$ cat config.mk
export PLATFORM = sky130hd
export DESIGN_NAME = ft12_reply_deframer_top_flat
export DESIGN_NICKNAME = d
export VERILOG_FILES = /design/src/sv/rdfr_pkg.sv /design/src/sv/rdfr_if.sv /design/src/sv/rdfr_store.sv /design/src/sv/rdfr_frame.sv /design/src/sv/rdfr_emit.sv /design/src/sv/ft12_reply_deframer_top.sv /design/src/flat_wrapper.sv
export SDC_FILE = /design/constraint.sdc
export NUM_CORES = 2
export LEC_CHECK = 0
export ABC_CLOCK_PERIOD_IN_PS = 19450
export BUFFER_PORTS_ARGS = -buffer_cell sky130_fd_sc_hd__buf_2
export CAP_MARGIN = 20
export CORE_UTILIZATION = 40
export DETAILED_ROUTE_END_ITERATION = 16
export REMOVE_ABC_BUFFERS = 1
export SLEW_MARGIN = 25
export SYNTH_ARGS = -nofsm -noshare
export SYNTH_HDL_FRONTEND = slang
export SYNTH_HIERARCHICAL = 1
export SYNTH_SLANG_ARGS = --single-unit
$ cat constraint.sdc
create_clock -name clk -period 19.45 [get_ports clk]
set_input_delay 3.89 -clock clk [delete_from_list [all_inputs] [get_ports clk]]
set_output_delay 3.89 -clock clk [all_outputs]
set_load 0.01 [all_outputs]
$ cat src/sv/rdfr_pkg.sv
// Shared types and constants of the FT1.2 reply deframer.
// No dependencies; every file of the block but rdfr_store imports it.
package rdfr_pkg;

  localparam logic [7:0] FRAME_MARK = 8'h68;
  localparam logic [7:0] END_MARK   = 8'h16;

  localparam int POS_W = 9;
  localparam logic [POS_W-1:0] POS_MAX        = 9'd511;
  localparam logic [POS_W-1:0] HDR_LEN        = 9'd4;
  localparam logic [POS_W-1:0] FRAME_OVERHEAD = 9'd6;

  localparam int ST_W   = 3;
  localparam int PN_W   = 8;
  localparam int KIND_W = 2;
  localparam int VAL_W  = 32;
  localparam int TAG_W  = 16;
  localparam int IDX_W  = 8;
  localparam int NW_W   = 6;
  localparam int NB_W   = 3;

  // Packet numbers.
  localparam logic [PN_W-1:0] PN_VALUE_A     = 8'd1;
  localparam logic [PN_W-1:0] PN_VALUE_B     = 8'd2;
  localparam logic [PN_W-1:0] PN_SINGLE_WORD = 8'd3;
  localparam logic [PN_W-1:0] PN_WORD_LIST   = 8'd4;

  // Length byte values: value size of packets 1 and 2, minimum for 3 and 4.
  localparam logic [7:0] LEN_BYTE  = 8'd3;
  localparam logic [7:0] LEN_HALF  = 8'd4;
  localparam logic [7:0] LEN_FLOAT = 8'd6;
  localparam logic [7:0] LEN_TAGGED_MIN = 8'd4;

  // Store index of frame byte 6, where the values start.
  localparam logic [IDX_W-1:0] VALUE_IDX = 8'd2;
  localparam logic [NB_W-1:0] TAG_BYTES  = 3'd2;
  localparam logic [NB_W-1:0] WORD_BYTES = 3'd4;

  typedef enum logic [ST_W-1:0] {
    ST_OK      = 3'd0,
    ST_SHORT   = 3'd1,
    ST_SIZE    = 3'd2,
    ST_CSUM    = 3'd3,
    ST_MARK    = 3'd4,
    ST_VSIZE   = 3'd5,
    ST_UNKNOWN = 3'd6
  } status_t;

  typedef enum logic [KIND_W-1:0] {
    KIND_NONE  = 2'd0,
    KIND_BYTE  = 2'd1,
    KIND_HALF  = 2'd2,
    KIND_FLOAT = 2'd3
  } kind_t;

  typedef enum logic [1:0] {
    JOB_SINGLE = 2'd0,
    JOB_VALUE  = 2'd1,
    JOB_TAGGED = 2'd2
  } job_mode_t;

  // Verdict on one packet, handed from the frame checker to the emitter.
  typedef struct packed {
    job_mode_t             mode;
    status_t               status;
    logic [PN_W-1:0]       pn;
    kind_t                 kind;
    logic [NB_W-1:0]       nbytes;
    logic [IDX_W-1:0]      tag_idx;
    logic [NW_W-1:0]       nwords;
  } job_t;

endpackage

$ cat src/sv/rdfr_if.sv
// Valid/ready channel interfaces of the reply deframer: byte input and result output.
// Depends on rdfr_pkg for the result field types and widths.
interface rdfr_in_if;
  logic       valid;
  logic       ready;
  logic [7:0] data_byte;
  logic       end_of_packet;

  modport source (output valid, data_byte, end_of_packet, input ready);
  modport sink   (input valid, data_byte, end_of_packet, output ready);
endinterface

interface rdfr_out_if;
  import rdfr_pkg::*;
  logic             valid;
  logic             ready;
  status_t          status;
  logic [PN_W-1:0]  packet_number;
  kind_t            value_kind;
  logic [VAL_W-1:0] value_bits;
  logic [TAG_W-1:0] tag_id;
  logic             last;

  modport source (output valid, status, packet_number, value_kind, value_bits, tag_id, last,
                  input ready);
  modport sink   (input valid, status, packet_number, value_kind, value_bits, tag_id, last,
                  output ready);
endinterface

$ cat src/sv/rdfr_store.sv
// Payload byte memory: one write port, one read port with registered read data.
// Standalone; sized by the depth parameter of the top level.
module rdfr_store #(
  parameter int DEPTH = 256,
  parameter int AW    = $clog2(DEPTH)
) (
  input  logic          clk,
  input  logic          wr_en,
  input  logic [AW-1:0] wr_addr,
  input  logic [7:0]    wr_data,
  input  logic          rd_en,
  input  logic [AW-1:0] rd_addr,
  output logic [7:0]    rd_data_r
);

  logic [7:0] mem [DEPTH];

  always_ff @(posedge clk) begin
    if (wr_en) begin
      mem[wr_addr] <= wr_data;
    end
  end

  always_ff @(posedge clk) begin
    if (rd_en) begin
      rd_data_r <= mem[rd_addr];
    end
  end

endmodule

$ cat src/sv/rdfr_frame.sv
// Byte intake and frame check: tracks header, checksum and tail, writes the payload
// to the store and judges the frame in the cycle after its last byte. Uses rdfr_pkg, rdfr_in_if.
module rdfr_frame #(
  parameter int PAYLOAD_DEPTH = 256,
  parameter int AW            = $clog2(PAYLOAD_DEPTH)
) (
  input  logic           clk,
  input  logic           rst_n,
  rdfr_in_if.sink        in_ch,
  input  logic           emit_busy,
  output logic           wr_en,
  output logic [AW-1:0]  wr_addr,
  output logic [7:0]     wr_data,
  output logic           job_valid,
  output rdfr_pkg::job_t job
);
  import rdfr_pkg::*;

  localparam logic [POS_W-1:0] DEPTH_P = POS_W'(PAYLOAD_DEPTH);

  logic [POS_W-1:0] pos_r;
  logic [7:0]       sum_r;
  logic [31:0]      hdr_r;
  logic [7:0]       pn_r;
  logic [15:0]      tail_r;
  logic             ovf_r;
  logic             judge_r;

  logic             accept;
  logic [POS_W-1:0] rel;
  logic [7:0]       b0, len, b2, b3, cs_rx, endb, cs_calc, len_m4;
  logic [POS_W-1:0] len_ext;
  logic             size_bad;

  assign in_ch.ready = !judge_r && !emit_busy;
  assign accept      = in_ch.valid && in_ch.ready;

  assign rel     = pos_r - HDR_LEN;
  assign wr_en   = accept && (pos_r < POS_MAX) && (pos_r >= HDR_LEN) && (rel < DEPTH_P);
  assign wr_addr = rel[AW-1:0];
  assign wr_data = in_ch.data_byte;

  always_ff @(posedge clk) begin
    if (!rst_n || judge_r) begin
      pos_r   <= '0;
      sum_r   <= '0;
      hdr_r   <= '0;
      pn_r    <= '0;
      tail_r  <= '0;
      ovf_r   <= 1'b0;
      judge_r <= 1'b0;
    end else if (accept) begin
      if (pos_r >= POS_MAX) begin
        ovf_r <= 1'b1;
      end else begin
        if (pos_r < HDR_LEN) begin
          hdr_r[{pos_r[1:0], 3'b000} +: 8] <= in_ch.data_byte;
        end
        if (pos_r == HDR_LEN) begin
          pn_r <= in_ch.data_byte;
        end
        if (pos_r >= HDR_LEN) begin
          sum_r <= sum_r + in_ch.data_byte;
        end
        tail_r <= {tail_r[7:0], in_ch.data_byte};
        pos_r  <= pos_r + POS_W'(1);
      end
      judge_r <= in_ch.end_of_packet;
    end
  end

  assign b0      = hdr_r[7:0];
  assign len     = hdr_r[15:8];
  assign b2      = hdr_r[23:16];
  assign b3      = hdr_r[31:24];
  assign cs_rx   = tail_r[15:8];
  assign endb    = tail_r[7:0];
  assign cs_calc = sum_r - cs_rx - endb;
  assign len_m4  = len - LEN_TAGGED_MIN;
  assign len_ext = {1'b0, len};
  assign size_bad = (len != b2) || ovf_r || (pos_r != len_ext + FRAME_OVERHEAD)
                    || (len_ext > DEPTH_P);

  assign job_valid = judge_r;

  always_comb begin
    job = '{mode: JOB_SINGLE, status: ST_OK, pn: '0, kind: KIND_NONE,
            nbytes: '0, tag_idx: '0, nwords: '0};
    priority if (pos_r < HDR_LEN) begin
      job.status = ST_SHORT;
    end else if (size_bad) begin
      job.status = ST_SIZE;
    end else if (cs_calc != cs_rx) begin
      job.status = ST_CSUM;
    end else begin
      job.pn = pn_r;
      priority if (pn_r == PN_VALUE_A || pn_r == PN_VALUE_B) begin
        priority if (b0 != FRAME_MARK || b3 != b0 || endb != END_MARK) begin
          job.status = ST_MARK;
        end else if (len == LEN_BYTE) begin
          job.mode   = JOB_VALUE;
          job.kind   = KIND_BYTE;
          job.nbytes = 3'd1;
        end else if (len == LEN_HALF) begin
          job.mode   = JOB_VALUE;
          job.kind   = KIND_HALF;
          job.nbytes = 3'd2;
        end else if (len == LEN_FLOAT) begin
          job.mode   = JOB_VALUE;
          job.kind   = KIND_FLOAT;
          job.nbytes = 3'd4;
        end else begin
          job.status = ST_VSIZE;
        end
      end else if (pn_r == PN_SINGLE_WORD || pn_r == PN_WORD_LIST) begin
        if (len < LEN_TAGGED_MIN) begin
          job.status = ST_VSIZE;
        end else begin
          job.mode    = JOB_TAGGED;
          job.tag_idx = len - IDX_W'(TAG_BYTES);
          job.nwords  = (pn_r == PN_SINGLE_WORD) ? NW_W'(1) : len_m4[7:2];
        end
      end else begin
        job.status = ST_UNKNOWN;
      end
    end
  end

endmodule

$ cat src/sv/rdfr_emit.sv
// Result sequencer: reads tag and value bytes back from the payload store one per
// cycle in S_READ and drives the result register. Uses rdfr_pkg and rdfr_out_if.
module rdfr_emit #(
  parameter int AW = 8
) (
  input  logic           clk,
  input  logic           rst_n,
  input  logic           job_valid,
  input  rdfr_pkg::job_t job,
  output logic           busy,
  output logic           rd_en,
  output logic [AW-1:0]  rd_addr,
  input  logic [7:0]     rd_data,
  rdfr_out_if.source     out_ch
);
  import rdfr_pkg::*;

  typedef enum logic [1:0] {S_IDLE, S_READ, S_WAIT, S_OUT} state_t;

  state_t           state_r;
  logic [IDX_W-1:0] addr_r;
  logic [1:0]       lane_r;
  logic [NB_W-1:0]  nb_r;
  logic             grp_tag_r;
  logic [NW_W-1:0]  words_r;
  status_t          st_r;
  logic [PN_W-1:0]  pn_r;
  kind_t            kind_r;
  logic [VAL_W-1:0] val_r;
  logic [TAG_W-1:0] tag_r;
  logic             cap_r;
  logic [1:0]       cap_lane_r;
  logic             cap_tag_r;

  logic             out_valid_r;
  status_t          out_st_r;
  logic [PN_W-1:0]  out_pn_r;
  kind_t            out_kind_r;
  logic [VAL_W-1:0] out_val_r;
  logic [TAG_W-1:0] out_tag_r;
  logic             out_last_r;

  logic             last;
  logic             out_free;

  assign busy     = (state_r != S_IDLE);
  assign rd_en    = (state_r == S_READ);
  assign rd_addr  = addr_r[AW-1:0];
  assign last     = (words_r[NW_W-1:1] == '0);
  assign out_free = !out_valid_r || out_ch.ready;

  assign out_ch.valid         = out_valid_r;
  assign out_ch.status        = out_st_r;
  assign out_ch.packet_number = out_pn_r;
  assign out_ch.value_kind    = out_kind_r;
  assign out_ch.value_bits    = out_val_r;
  assign out_ch.tag_id        = out_tag_r;
  assign out_ch.last          = out_last_r;

  always_ff @(posedge clk) begin
    if (!rst_n) begin
      state_r     <= S_IDLE;
      out_valid_r <= 1'b0;
      cap_r       <= 1'b0;
    end else begin
      // Read data arrives in the cycle after the address; steer it by the lane
      // recorded at issue time.
      cap_r      <= (state_r == S_READ);
      cap_lane_r <= lane_r;
      cap_tag_r  <= grp_tag_r;
      if (cap_r) begin
        if (cap_tag_r) begin
          tag_r[{cap_lane_r[0], 3'b000} +: 8] <= rd_data;
        end else begin
          val_r[{cap_lane_r, 3'b000} +: 8] <= rd_data;
        end
      end

      if (out_valid_r && out_ch.ready) begin
        out_valid_r <= 1'b0;
      end

      unique case (state_r)
        S_IDLE: begin
          if (job_valid) begin
            st_r   <= job.status;
            pn_r   <= job.pn;
            val_r  <= '0;
            tag_r  <= '0;
            lane_r <= '0;
            unique case (job.mode)
              JOB_VALUE: begin
                kind_r    <= job.kind;
                addr_r    <= VALUE_IDX;
                nb_r      <= job.nbytes;
                grp_tag_r <= 1'b0;
                words_r   <= NW_W'(1);
                state_r   <= S_READ;
              end
              JOB_TAGGED: begin
                kind_r    <= (job.nwords == '0) ? KIND_NONE : KIND_FLOAT;
                addr_r    <= job.tag_idx;
                nb_r      <= TAG_BYTES;
                grp_tag_r <= 1'b1;
                words_r   <= job.nwords;
                state_r   <= S_READ;
              end
              default: begin
                kind_r  <= KIND_NONE;
                words_r <= '0;
                state_r <= S_OUT;
              end
            endcase
          end
        end
        S_READ: begin
          addr_r <= addr_r + IDX_W'(1);
          lane_r <= lane_r + 2'd1;
          if ({1'b0, lane_r} == nb_r - NB_W'(1)) begin
            state_r <= S_WAIT;
          end
        end
        S_WAIT: begin
          if (grp_tag_r && words_r != '0) begin
            grp_tag_r <= 1'b0;
            addr_r    <= VALUE_IDX;
            lane_r    <= '0;
            nb_r      <= WORD_BYTES;
            state_r   <= S_READ;
          end else begin
            state_r <= S_OUT;
          end
        end
        S_OUT: begin
          if (out_free) begin
            out_valid_r <= 1'b1;
            out_st_r    <= st_r;
            out_pn_r    <= pn_r;
            out_kind_r  <= kind_r;
            out_val_r   <= val_r;
            out_tag_r   <= tag_r;
            out_last_r  <= last;
            if (last) begin
              state_r <= S_IDLE;
            end else begin
              // Words are contiguous, so addr_r already points at the next one.
              words_r <= words_r - NW_W'(1);
              val_r   <= '0;
              lane_r  <= '0;
              state_r <= S_READ;
            end
          end
        end
        default: state_r <= S_IDLE;
      endcase
    end
  end

endmodule

$ cat src/sv/ft12_reply_deframer_top.sv
// Bytes are taken one per cycle during a packet, but not while a frame is judged or the
// emitter is busy. After a packet's end byte the frame is judged; an error verdict goes
// straight to the result register, while a value packet first has its value bytes, and a
// tagged one its tag and word bytes, read back byte by byte through the single byte-wide
// read port of the payload store, before the next packet starts.
// Reset: synchronous, active-low rst_n clears all control state; the store is not cleared.
module ft12_reply_deframer_top #(
  parameter int PAYLOAD_DEPTH = 256
) (
  input  logic        clk,
  input  logic        rst_n,
  rdfr_in_if.sink     in_ch,
  rdfr_out_if.source  out_ch
);
  import rdfr_pkg::*;

  // Address width of the payload store. Only store indexes below the length
  // byte plus two are ever read, and the length is checked against the depth,
  // so every read lands inside the memory.
  localparam int AW = $clog2(PAYLOAD_DEPTH);

  logic          wr_en;
  logic [AW-1:0] wr_addr;
  logic [7:0]    wr_data;
  logic          rd_en;
  logic [AW-1:0] rd_addr;
  logic [7:0]    rd_data;
  logic          job_valid;
  job_t          job;
  logic          emit_busy;

  // The frame checker takes bytes while the emitter is idle. Frame bytes from
  // the packet number on are written to the store at their offset from byte 4,
  // while the header, checksum and the two newest bytes are kept in registers.
  // In the cycle after the end byte it judges the frame and hands a verdict to the
  // emitter, clearing its own registers in the same cycle.
  rdfr_frame #(
    .PAYLOAD_DEPTH (PAYLOAD_DEPTH),
    .AW            (AW)
  ) u_frame (
    .clk       (clk),
    .rst_n     (rst_n),
    .in_ch     (in_ch),
    .emit_busy (emit_busy),
    .wr_en     (wr_en),
    .wr_addr   (wr_addr),
    .wr_data   (wr_data),
    .job_valid (job_valid),
    .job       (job)
  );

  // Payload store. Writes happen only during intake and reads only while the
  // emitter runs, so the two ports never touch the same entry in one cycle.
  rdfr_store #(
    .DEPTH (PAYLOAD_DEPTH),
    .AW    (AW)
  ) u_store (
    .clk       (clk),
    .wr_en     (wr_en),
    .wr_addr   (wr_addr),
    .wr_data   (wr_data),
    .rd_en     (rd_en),
    .rd_addr   (rd_addr),
    .rd_data_r (rd_data)
  );

  // The emitter reads the tag, if any, then each value word byte by byte, and
  // places one result transaction at a time in the output register. Once the
  // final result is loaded it returns to idle, so the next packet's bytes are
  // accepted while that result still waits to be taken.
  rdfr_emit #(
    .AW (AW)
  ) u_emit (
    .clk       (clk),
    .rst_n     (rst_n),
    .job_valid (job_valid),
    .job       (job),
    .busy      (emit_busy),
    .rd_en     (rd_en),
    .rd_addr   (rd_addr),
    .rd_data   (rd_data),
    .out_ch    (out_ch)
  );

endmodule

$ cat src/flat_wrapper.sv
// flat-port wrapper written by rule: the top's interface ports become plain ports
module ft12_reply_deframer_top_flat import rdfr_pkg::*;
#(
  parameter int PAYLOAD_DEPTH = 256
)
  (clk, rst_n, in_ch_valid, in_ch_data_byte, in_ch_end_of_packet, in_ch_ready, out_ch_valid, out_ch_status, out_ch_packet_number, out_ch_value_kind, out_ch_value_bits, out_ch_tag_id, out_ch_last, out_ch_ready);
  rdfr_in_if in_ch_i ();
  rdfr_out_if out_ch_i ();
  input  logic clk;
  input  logic rst_n;
  input wire logic [$bits(in_ch_i.valid)-1:0] in_ch_valid;
  input wire logic [$bits(in_ch_i.data_byte)-1:0] in_ch_data_byte;
  input wire logic [$bits(in_ch_i.end_of_packet)-1:0] in_ch_end_of_packet;
  output wire logic [$bits(in_ch_i.ready)-1:0] in_ch_ready;
  output wire logic [$bits(out_ch_i.valid)-1:0] out_ch_valid;
  output wire logic [$bits(out_ch_i.status)-1:0] out_ch_status;
  output wire logic [$bits(out_ch_i.packet_number)-1:0] out_ch_packet_number;
  output wire logic [$bits(out_ch_i.value_kind)-1:0] out_ch_value_kind;
  output wire logic [$bits(out_ch_i.value_bits)-1:0] out_ch_value_bits;
  output wire logic [$bits(out_ch_i.tag_id)-1:0] out_ch_tag_id;
  output wire logic [$bits(out_ch_i.last)-1:0] out_ch_last;
  input wire logic [$bits(out_ch_i.ready)-1:0] out_ch_ready;
  assign in_ch_i.valid = in_ch_valid;
  assign in_ch_i.data_byte = in_ch_data_byte;
  assign in_ch_i.end_of_packet = in_ch_end_of_packet;
  assign in_ch_ready = in_ch_i.ready;
  assign out_ch_valid = out_ch_i.valid;
  assign out_ch_status = out_ch_i.status;
  assign out_ch_packet_number = out_ch_i.packet_number;
  assign out_ch_value_kind = out_ch_i.value_kind;
  assign out_ch_value_bits = out_ch_i.value_bits;
  assign out_ch_tag_id = out_ch_i.tag_id;
  assign out_ch_last = out_ch_i.last;
  assign out_ch_i.ready = out_ch_ready;
  ft12_reply_deframer_top #(.PAYLOAD_DEPTH(PAYLOAD_DEPTH)) u_core (.clk(clk), .rst_n(rst_n), .in_ch(in_ch_i), .out_ch(out_ch_i));
endmodule
# Yosys cells after proc, flatten, opt, wreduce, memory -nomap -nowiden
# Memory sizes are Yosys's and may differ from the RTL's. A register that Yosys moved wholly into a read port is not among the register bits.
# Cells that the tools add are included.
# Widths: inputs -> output; s select.
[op_classes] mux=79 n_shift=6 bitwise=1 eq_ne=26 order_cmp=7 add_sub_neg=15 n_div=0 n_mul=0 n_reduce_logical=42
[ops] op="$mux 32" count=5
[ops] op="$bwmux 32" count=2
[ops] op="$mux 16" count=4
[ops] op="$pmux 32 s2" count=1
[ops] op="$shift 8x7->32 const A" count=2
[ops] op="$shiftx 8x7->32" count=2
[ops] op="$mux 19" count=3
[ops] op="$mux 14" count=3
[ops] op="$mux 2" count=17
[ops] op="$mux 5" count=6
[ops] op="$eq 8x2->1 const B" count=3
[ops] op="$eq 8x3->1 const B" count=3
[ops] op="$mux 3" count=8
[ops] op="$mux 6" count=4
[ops] op="$ne 8x8->1" count=3
[ops] op="$pmux 6 s2" count=2
[ops] op="$pmux 8 s3" count=1
[ops] op="$reduce_and 5->1" count=4
[ops] op="$lt 9x9->1 const B" count=2
[ops] op="$reduce_and 3->1" count=6
[ops] op="$bwmux 16" count=1
[ops] op="$mux 8" count=2
[ops] op="$pmux 2 s4" count=2
[ops] op="$pmux 8 s2" count=1
[ops] op="other kinds (48)" count=89
[totals] n_memories=1 input_bits=13 latch_bits=0 ramBits=2048 romBits=0 output_inout_bits=64 elab_cells=206 register_bits=225
[memory_table] memory="u_core.u_store.mem" depth=256 width=8 rd=1 rd_ports_with_merged_regs=1 write_ports=1 line_no="rdfr_store.sv:16" source="logic [7:0] mem [DEPTH];"

# Logic depth before layout (Yosys ltp)
[depth] ltp_word=14 ltp_mapped=19 mapped_depth_nobuf=17

# Hierarchy
# Netlist, hierarchy kept.
[modules_own_cells] mod="rdfr_store" instances=1 area_per_inst_um2=79636.4 cells_each=3733 seq_area_each_um2=61739.2
[modules_own_cells] mod="rdfr_emit" instances=1 area_per_inst_um2=6168.4 cells_each=413 seq_area_each_um2=4464.3
[modules_own_cells] mod="rdfr_frame" instances=1 area_per_inst_um2=5142.4 cells_each=667 seq_area_each_um2=1481.4

# Worst setup path before layout
# Ideal clock, no wire load.
[synth_timing] path_kind="input port to flip-flop" from="in rst_n" to="reg u_core.u_emit.out_last_r (netlist: u_core/u_emit/out_ch.last) (enable)" path_buffers=0 setup_time_ns=0.559 path_slack_ns=10.679 path_stages=2 arrival_time_ns=8.212 t_required_ns=18.891 cell_sequence="inv_1 nor3_1"
[synth_via] elab_chain_len=1
[synth_rtl] item="from (decl)" line_no="flat_wrapper.sv:10" source="input logic rst_n;"
[synth_rtl] item="$reduce_and 3->1 (no source line)"
[synth_rtl] item="to (signal assigned)" line_no="rdfr_emit.sv:142" source="out_last_r <= last;"
[synth_rtl] item="to (decl)" line_no="rdfr_emit.sv:41" source="logic out_last_r;"
# Every way passes these cells.
# A chain may end at the register's enable or synchronous reset.

# Worst setup path after layout
[layout_timing] from="in in_ch_valid" to="mem u_core.u_store.mem[209][1] (enable)"
[layout_via] elab_chain_len=6
[layout_rtl] item="from (decl)" line_no="flat_wrapper.sv:11" source="input wire logic [$bits(in_ch_i.valid)-1:0] in_ch_valid;"
[layout_rtl] item="$logic_and 1x1->1" line_no="rdfr_frame.sv:36" source="assign accept = in_ch.valid && in_ch.ready;"
[layout_rtl] item="$logic_and 1x1->1 (3 in a row)" line_no="rdfr_frame.sv:39" source="assign wr_en = accept && (pos_r < POS_MAX) && (pos_r >= HDR_LEN) && (rel < DEPTH_P);"
[layout_rtl] item="named net u_core.wr_en" line_no="ft12_reply_deframer_top.sv:22" source="logic wr_en;"
[layout_rtl] item="$mux 1" line_no="rdfr_store.sv:19" source="if (wr_en) begin"
[layout_rtl] item="$mux 1 (not written as such)" line_no="rdfr_store.sv:20" source="mem[wr_addr] <= wr_data;"
[layout_rtl] item="to (decl)" line_no="rdfr_store.sv:16"
# The timed path passes the listed nets, and every way through them passes these cells.

==> metrics.yaml <==
place:
  gp_congestion: 0.8557
  post-place-cells: 7706
  dp_hpwl_um: 149500
  portBuffers: 76
final_layout:
  syn2layout_area_growth_pct: 12.27
  drive_gt1_frac: 0.2050
  multi_input_area_um2: 21400
  fill_cells: 18970
  seq_area_um2: 67680
  nets: 5006
  fin_cells: 8119
  n_antenna_cell: 0
  final_util: 0.4531
floorplan:
  start_util: 0.4036
  core_um2: 225300
  dieHeight_um: 478.8
  ios: 77
  die_width_um: 478.8
  num_rows: 174
  die_area_um2: 229300
logic_synthesis:
  synth_seq_cells: 2280
  avgSynthCellArea_um2: 18.90
  synth_compound_area_frac: 0.04224
  synth-edff-count: 2202
  yosysTopAreaCell: "edfxtp_1"
  netlist_instances: 4813
  synth_top_family_by_area: "multiplexers"
  yosys-top-cells-area: "edfxtp_1 73%, mux4_2 11%, mux2i_1 1.7%, dfxtp_1 1.7%, nor2_1 1.5%"
  async_reset_ff_frac: 0
  yosys.area_share.simple: 0.04595
  syn-cell-area_um2: 90950
  ys_types: 90
  synth_flop_cell: "edfxtp_1"
  ys_warn_count: 6
  synth.top_cell.area_share: 0.7271
  yosysSeqAreaShare: 0.7442
  synthAdderAreaFrac: 0.008227
  synth-xor-area-share: 0.006645
  synth.area.mux_share: 0.1306
sta:
  max_freq_mhz: 149.1
  rsz0062_at_grt: "no"
  max_slew_margin: 0.2243
  fin_crit_sh: 0.3448
  hold_viol_final: 0
  hold_ws_ns: 0.4173
  skew_ns: 0.04914
  finalSetupViolCount: 0
  min_period_ns: 6.707
  tightest_slew_ns: 1.163
  maxSlewViolCount: 0
detailed_routing:
  wl_per_cell_um: 29.75
  first_iter_violations: 6049
  ant_nets: 0
  first_pass_iters: 6
  num_vias: 47510
  drc_errors: 0
  routed_wl_um: 241500
  vias_per_cell: 5.852
clock_network:
  clk_latency_ns: 0.86
  clock-sinks: 2280
  h-tree-depth: 4
  cts_buffers: 218
  tritoncts: "done"
  clk_root_buffer_cell: "clkbuf_16"
  post_cts_resized: 0
  hold_buffers: 0
  post_cts_buffers: 0
  clockBufferDepth: 3
  cts.clk_slew.worst_paths_ns: 0.06
min_path:
  hold_depth: 0
  hp-class: "reg2reg"
grt:
  grt_max_degree: 126
  grt_pass1_vias: 46960
  grt_pass1_wl_um: 346300
  antenna_found_initial: 5
  globalRoute.totalOverflow: 0
  grt_usage: 0.2095
critical_path:
  worst_path_most_repeated_cell: "buf_4"
  max_stage_delay_ns: 0.82
  crit_type: "in2reg"
  r2r_setup_slack_ns: 13.21
  path_depth: 9
  r2r_cells: 10
  cp_num_buf_inv: 4
  crit_chain: "buf_2 > nor3b_1 > buf_4 > o21ai_2 > nor2_1 > buf_4 > nand3_1 > buf_4 > nor2_1"
  worst_setup_path_end_kind: "flip-flop"
  path_delay_family: "simple AND/OR/NAND/NOR gates"
  crit_path_start_kind: "input port"
  cp_max_fo: 19
  required_ns: 19.92
  slowest_stage: "nand3_1"
  critPathArrivalTime_ns: 7.18
pwr:
  peakVddDrop_uv: 69.13
  power_leakage_uw: 0.03171
  power_density_nw_per_um2: 106.6
run:
  drv_cap: 0
status:
  status: "complete, no violations"
cells by family after synthesis:
family	after synthesis
AOI/OAI and AO/OA	560
DFF	2280
xor gates and xnor gates	69
and+or+nand+nor	882
muxes	616
adders and majority gates	55
buffers and inverters	351
synth_stat cells, drive strengths merged (36+ instances only):
| cell | count |
|---|---|
| a22oi | 158 |
| mux4 | 456 |
| dfxtp | 78 |
| a21oi | 179 |
| o221ai | 48 |
| clkbuf | 134 |
| ha | 47 |
| xnor2 | 42 |
| nor2 | 368 |
| mux2i | 158 |
| nand2 | 163 |
| edfxtp | 2202 |
| nor2b | 42 |
| buf | 155 |
| nand3 | 97 |
| o21ai | 36 |
| nor3 | 63 |
| inv | 60 |
final timing paths:
path                       startpoint                                     to
max reg2reg  u_core/u_emit/rd_addr[0]            u_core/u_store/rd_data_r[5]
min reg2reg     u_core/u_emit/pn_r[1]  u_core/u_emit/out_ch.packet_number[1]
max                       in_ch_valid             u_core/u_store/mem[209][1]
min             u_core/u_emit/pn_r[1]  u_core/u_emit/out_ch.packet_number[1]
layer usage:
metal	up-vias	share of wire	GRT usage
met4	4	0.030	0.06494
met2	2377	0.46	0.3199
li1	19810	-	-
met1	24940	0.41	0.2962
met3	391	0.094	0.05127
met5	-	0.00011	0
final cells by class:
cell class	count	share of cell area
flip-flops and latches	2280	0.6629
multi-input cells	2182	0.2096
clock buffers	266	0.05629
well taps	2992	0.03666
clock inverters	143	0.01799
repair buffers	194	0.01426
inverters	62	0.002279
placed cells by master (no fill, tap or decap), drive strengths merged, types with 7 or more instances in the layout:
cell and instances:
nor3 63, nor4 35, nor4b 9, dfxtp 78, nor3b 7, nor2 368, mux4 456, a22oi 158
o221ai 48, o22ai 28, nor2b 42, nand2 163, buf 194, inv 67, mux2i 158, clkbuf 266
xnor2 42, and2 16, nand3b 9, nand4 19, o21ai 36, ha 47, or2 8, a221oi 14
and3 10, a21oi 179, bufinv 35, o211ai 12, fa 8, a211oi 23, a2111oi 7, nand2b 11
a22o 9, edfxtp 2202, xor2 27, nand3 97, clkinvlp 14, clkinv 89
power by group:
group	total [µW]	switching, µW	internal (µW)
registers	5510	52.2	5460
clock network	4450	1870	2580
logic	924	609	315
total	10900	2530	8350
metrics by stage:
stage,instance area (µm²),setup TNS [ns],setup slack [ns],total power (µW)
floorplan,89170,-58.02,-5.277,6376
global placement,94390,0,11.86,6520
detailed placement,94450,0,11.81,6531
CTS,102000,0,12.64,10950
global route,102100,0,12.76,11200
finish,102100,0,12.74,10880
flip-flops by register name, summed over array words and instances (netlist names), 9 cells and up:
signal and count:
u_core/u_emit/out_ch.value_bits 32, u_core/u_frame/pos_r 9, u_core/u_store/mem 2048, u_core/u_emit/val_r 32, u_core/u_frame/tail_r 15, u_core/u_emit/out_ch.tag_id 16, u_core/u_frame/hdr_r 32, u_core/u_emit/tag_r 16
Note: power is estimated with default switching activity, not from simulation.
